### config.mk
export PLATFORM = sky130hd
export DESIGN_NAME = fcfs_ram
export DESIGN_NICKNAME = d
export VERILOG_FILES = /design/src/sv/fcfs_ram.sv
export SDC_FILE = /design/constraint.sdc
export NUM_CORES = 1
export LEC_CHECK = 0
export BUFFER_PORTS_ARGS = -buffer_cell sky130_fd_sc_hd__buf_2
export CAP_MARGIN = 0
export CORE_UTILIZATION = 55
export CTS_CLUSTER_DIAMETER = 100
export DETAILED_ROUTE_END_ITERATION = 6
export PLACE_DENSITY = 0.77
export SYNTH_ARGS = -nofsm -noshare
export SYNTH_HDL_FRONTEND = slang
export SYNTH_SLANG_ARGS = --single-unit
### constraint.sdc
create_clock -name clk_i -period 2.32 [get_ports clk_i]
set_input_delay 0.348 -clock clk_i [delete_from_list [all_inputs] [get_ports clk_i]]
set_output_delay 0.348 -clock clk_i [all_outputs]
set_load 0.05 [all_outputs]
### src/sv/fcfs_ram.sv
// Generic simple dual-port RAM, one write port, registered read.
`default_nettype none
module fcfs_ram #(
  parameter int unsigned W = 8,
  parameter int unsigned D = 64,
  localparam int unsigned AW = (D > 1) ? $clog2(D) : 1
) (
  input  wire logic          clk_i,
  input  wire logic          we_i,
  input  wire logic [AW-1:0] waddr_i,
  input  wire logic [W-1:0]  wdata_i,
  input  wire logic [AW-1:0] raddr_i,
  output logic      [W-1:0]  rdata_o
);
  logic [W-1:0] mem [D];

  always_ff @(posedge clk_i) begin
    if (we_i) begin
      mem[waddr_i] <= wdata_i;
    end
    rdata_o <= mem[raddr_i];
  end
endmodule
`default_nettype wire

==> reports/qor.yml <==
status: "finished with violations"
violations: "design-rule violations"
dieHeight_um: 193.5
power_frac_comb_pct: 5.6
io_buffer_count: 29
grt_pass1_vias: 10505
critPathArrivalTime_ps: 2510
synth-compound-area-share_pct: 2.072
cp_max_fo: 1
fp.dieArea_um2: 37440
nNetsFinal: 1125
synth_top_family_by_area: "multiplexers"
finalSetupViolCount: 0
drv_cap: 0
worstPathRequired_ps: 2760
synth_seq_area_share_pct: 77.03
maxSlewViolCount: 0
p_clk_share_pct: 40.9
viasPerCell: 6.350
slowest_delay_ps: 680
r2r-start: "mem[2][5]"
clk_pin_slew_ps: 60
leakage_nw: 7.599
boundaryPins: 30
synth_ff_type: "edfxtp_1"
routed_wl_um: 44690
tightest_slew_ps: 869.4
netlist_instances: 940
cellPowerDensity_nw_per_um2: 835.1
ir_drop_uv: 884.4
clock_sinks: 520
synth_area_leaders: "edfxtp_1 (76%), mux4_2 (14%), nor2_1 (1.5%), mux2i_1 (1.1%), dfxtp_1 (0.79%)"
period_needed_ps: 2066
yosys.area_share.adder_pct: 0
critPathCaptureType: "flop"
dpl.cell_count: 1513
synth_mux_area_share_pct: 15.94
synth_top_area_share_pct: 76.24
slowest_stage: "a2111oi_0"
dp_hpwl_um: 28120
crit_type: "flop to flop"
cts-hold-fix-buffers: 0
cts_resized: 0
internal_power_mw: 15.50
max-slew-margin-rel_pct: 42.04
overflow: 0
synth_xor_area_share_pct: 0
path_delay_family: "compound AO/OA/AOI/OAI gates"
clock.fmax_mhz: 484.0
dr.pass1.iters: 7
power_switching_mw: 4.010
ant_nets: 0
cts_buffer_depth: 3
synthesis.area_um2: 20170
core_area_um2: 35830
layout-drive-gt1-share_pct: 32.34
num_vias: 10186
synth_edf_count: 512
rsz0062_at_grt: "false"
nFillCells: 2199
syn2layout_area_growth_pct: 15.86
routedWlPerCell_um: 27.86
grt_pass1_wl_um: 66380
utilization_pct: 65.21
synthSimpleGateAreaFrac_pct: 3.388
cts_buffers: 49
synth_top_area_cell: "edfxtp_1"
drt_iter0_markers: 1191
antenna_found_initial: 5
synth_area_per_cell_um2: 21.45
post-cts-setup-buffer-count: 0
finalHoldViolCount: 0
htree_levels: 2
remaining_drc_errors: 2
rows: 69
ys_warn_count: 0
startpoint: "mem[2][5]"
worst_setup_path_start_kind: "flop"
crit_buf_inv: 1
swShare_pct: 20.55
die_x_um: 193.5
start_util_pct: 56.29
tritoncts: "done"
regToRegSetupSlack_ps: 250
grt_max_degree: 65
worst_skew_pair.late_latency_ps: 570
ys_types: 40
stdcell_count: 1604
place_congestion: 0.8808
skew_ps: 14.10
hold_class: "input pin to flop"
worstPathCellList: "mux4_2, nor2b_1, a2111oi_0, buf_4, o41ai_1"
grt_usage_pct: 24.51
root_buffer: "clkbuf_16"
ys_ff_latch: 520
seq_power_share_pct: 53.5
async_flop_share_pct: 0
hp-start: "raddr_i[5]"
syn-num-nets: 962
min_period_over_period_pct: 89.05
tns_ps: 0
## sequential cells by signal (all words and copies together), names as in the netlist
signal and cells:
rdata_o 8, mem 512
## final cells by class
| class | instances | area (µm²) | share of cell area [%] |
|---|---|---|---|
| sequential | 520 | 15530 | 66.49 |
| multi-input combinational | 369 | 4315 | 18.47 |
| timing repair buffer | 163 | 1340 | 5.735 |
| clock buffer | 62 | 1318 | 5.639 |
| tap | 461 | 576.8 | 2.469 |
| clock inverter | 27 | 275.3 | 1.178 |
| antenna | 2 | 5.005 | 0.02142 |
## layer usage
layer	vias to the layer above	GRT usage, %	share of wire (%)
li1	4260	-	-
met1	5216	33.78	38
met2	599	39.56	49
met3	105	4.027	9.0
met4	6	10.16	3.6
met5	-	0	0.076
## metrics by stage
stage	power (mW)	instance area [µm²]	hold slack (ps)	worst slack (ps)
after floorplan	11.23	20170	446.9	304.3
final	19.51	23360	214.5	254.0
after global placement	11.69	21770	775.9	-175.9
after CTS	19.60	23360	183.9	280.3
after detailed placement	11.72	21770	776.1	-213.6
after global routing	19.99	23360	220.8	68.95
## cells in the final DEF, fill, tap and decap left out, drive strengths merged, types with 6 or more instances in the layout
master  count
nor2       83
mux4      126
nor3        7
nand2b      7
nand2      19
a221oi      6
bufinv      6
nand3      13
clkbuf     63
mux2i      23
mux2       13
o221ai      8
buf       162
clkinv     19
edfxtp    512
o22ai       8
nor2b      14
dfxtp       8
## power by group through the flow
stage | registers [mW] | logic (mW) | clock network, mW
floorplan | 10.7 | 0.554 | 0
global route | 10.4 | 1.15 | 8.41
global placement | 10.6 | 1.06 | 0
finish | 10.4 | 1.10 | 7.98
CTS | 10.4 | 1.10 | 8.07
detailed placement | 10.6 | 1.09 | 0
## kinds of logic after synthesis
kind of cell / after synthesis
AOI/OAI and AO/OA: 54
DFF: 520
and+or+nand+nor: 153
buffers and inverters: 51
muxes: 162
## synthesized netlist by cell type (all sizes together) (6+ instances only)
cell and number:
a221oi 6, buf 34, clkbuf 17, dfxtp 8
edfxtp 512, mux2 13, mux2i 23, mux4 126
nand2 19, nand2b 7, nand3 13, nor2 83
nor2b 14, nor3 7, o221ai 8, o22ai 8
## path summary, 6_finish.rpt
check / endpoint / depth (start not counted)
worst min register to register: rdata_o[7] / 4
worst min-delay path: rdata_o[0] / 3
worst max-delay path: rdata_o[5] / 5
worst max register to register: rdata_o[5] / 5
## worst min-delay path, stage by stage
cell	delay (ps)
buf_2	210
nand2_1	100
o2bb2ai_1	60
(Power assumes the default switching activity.)
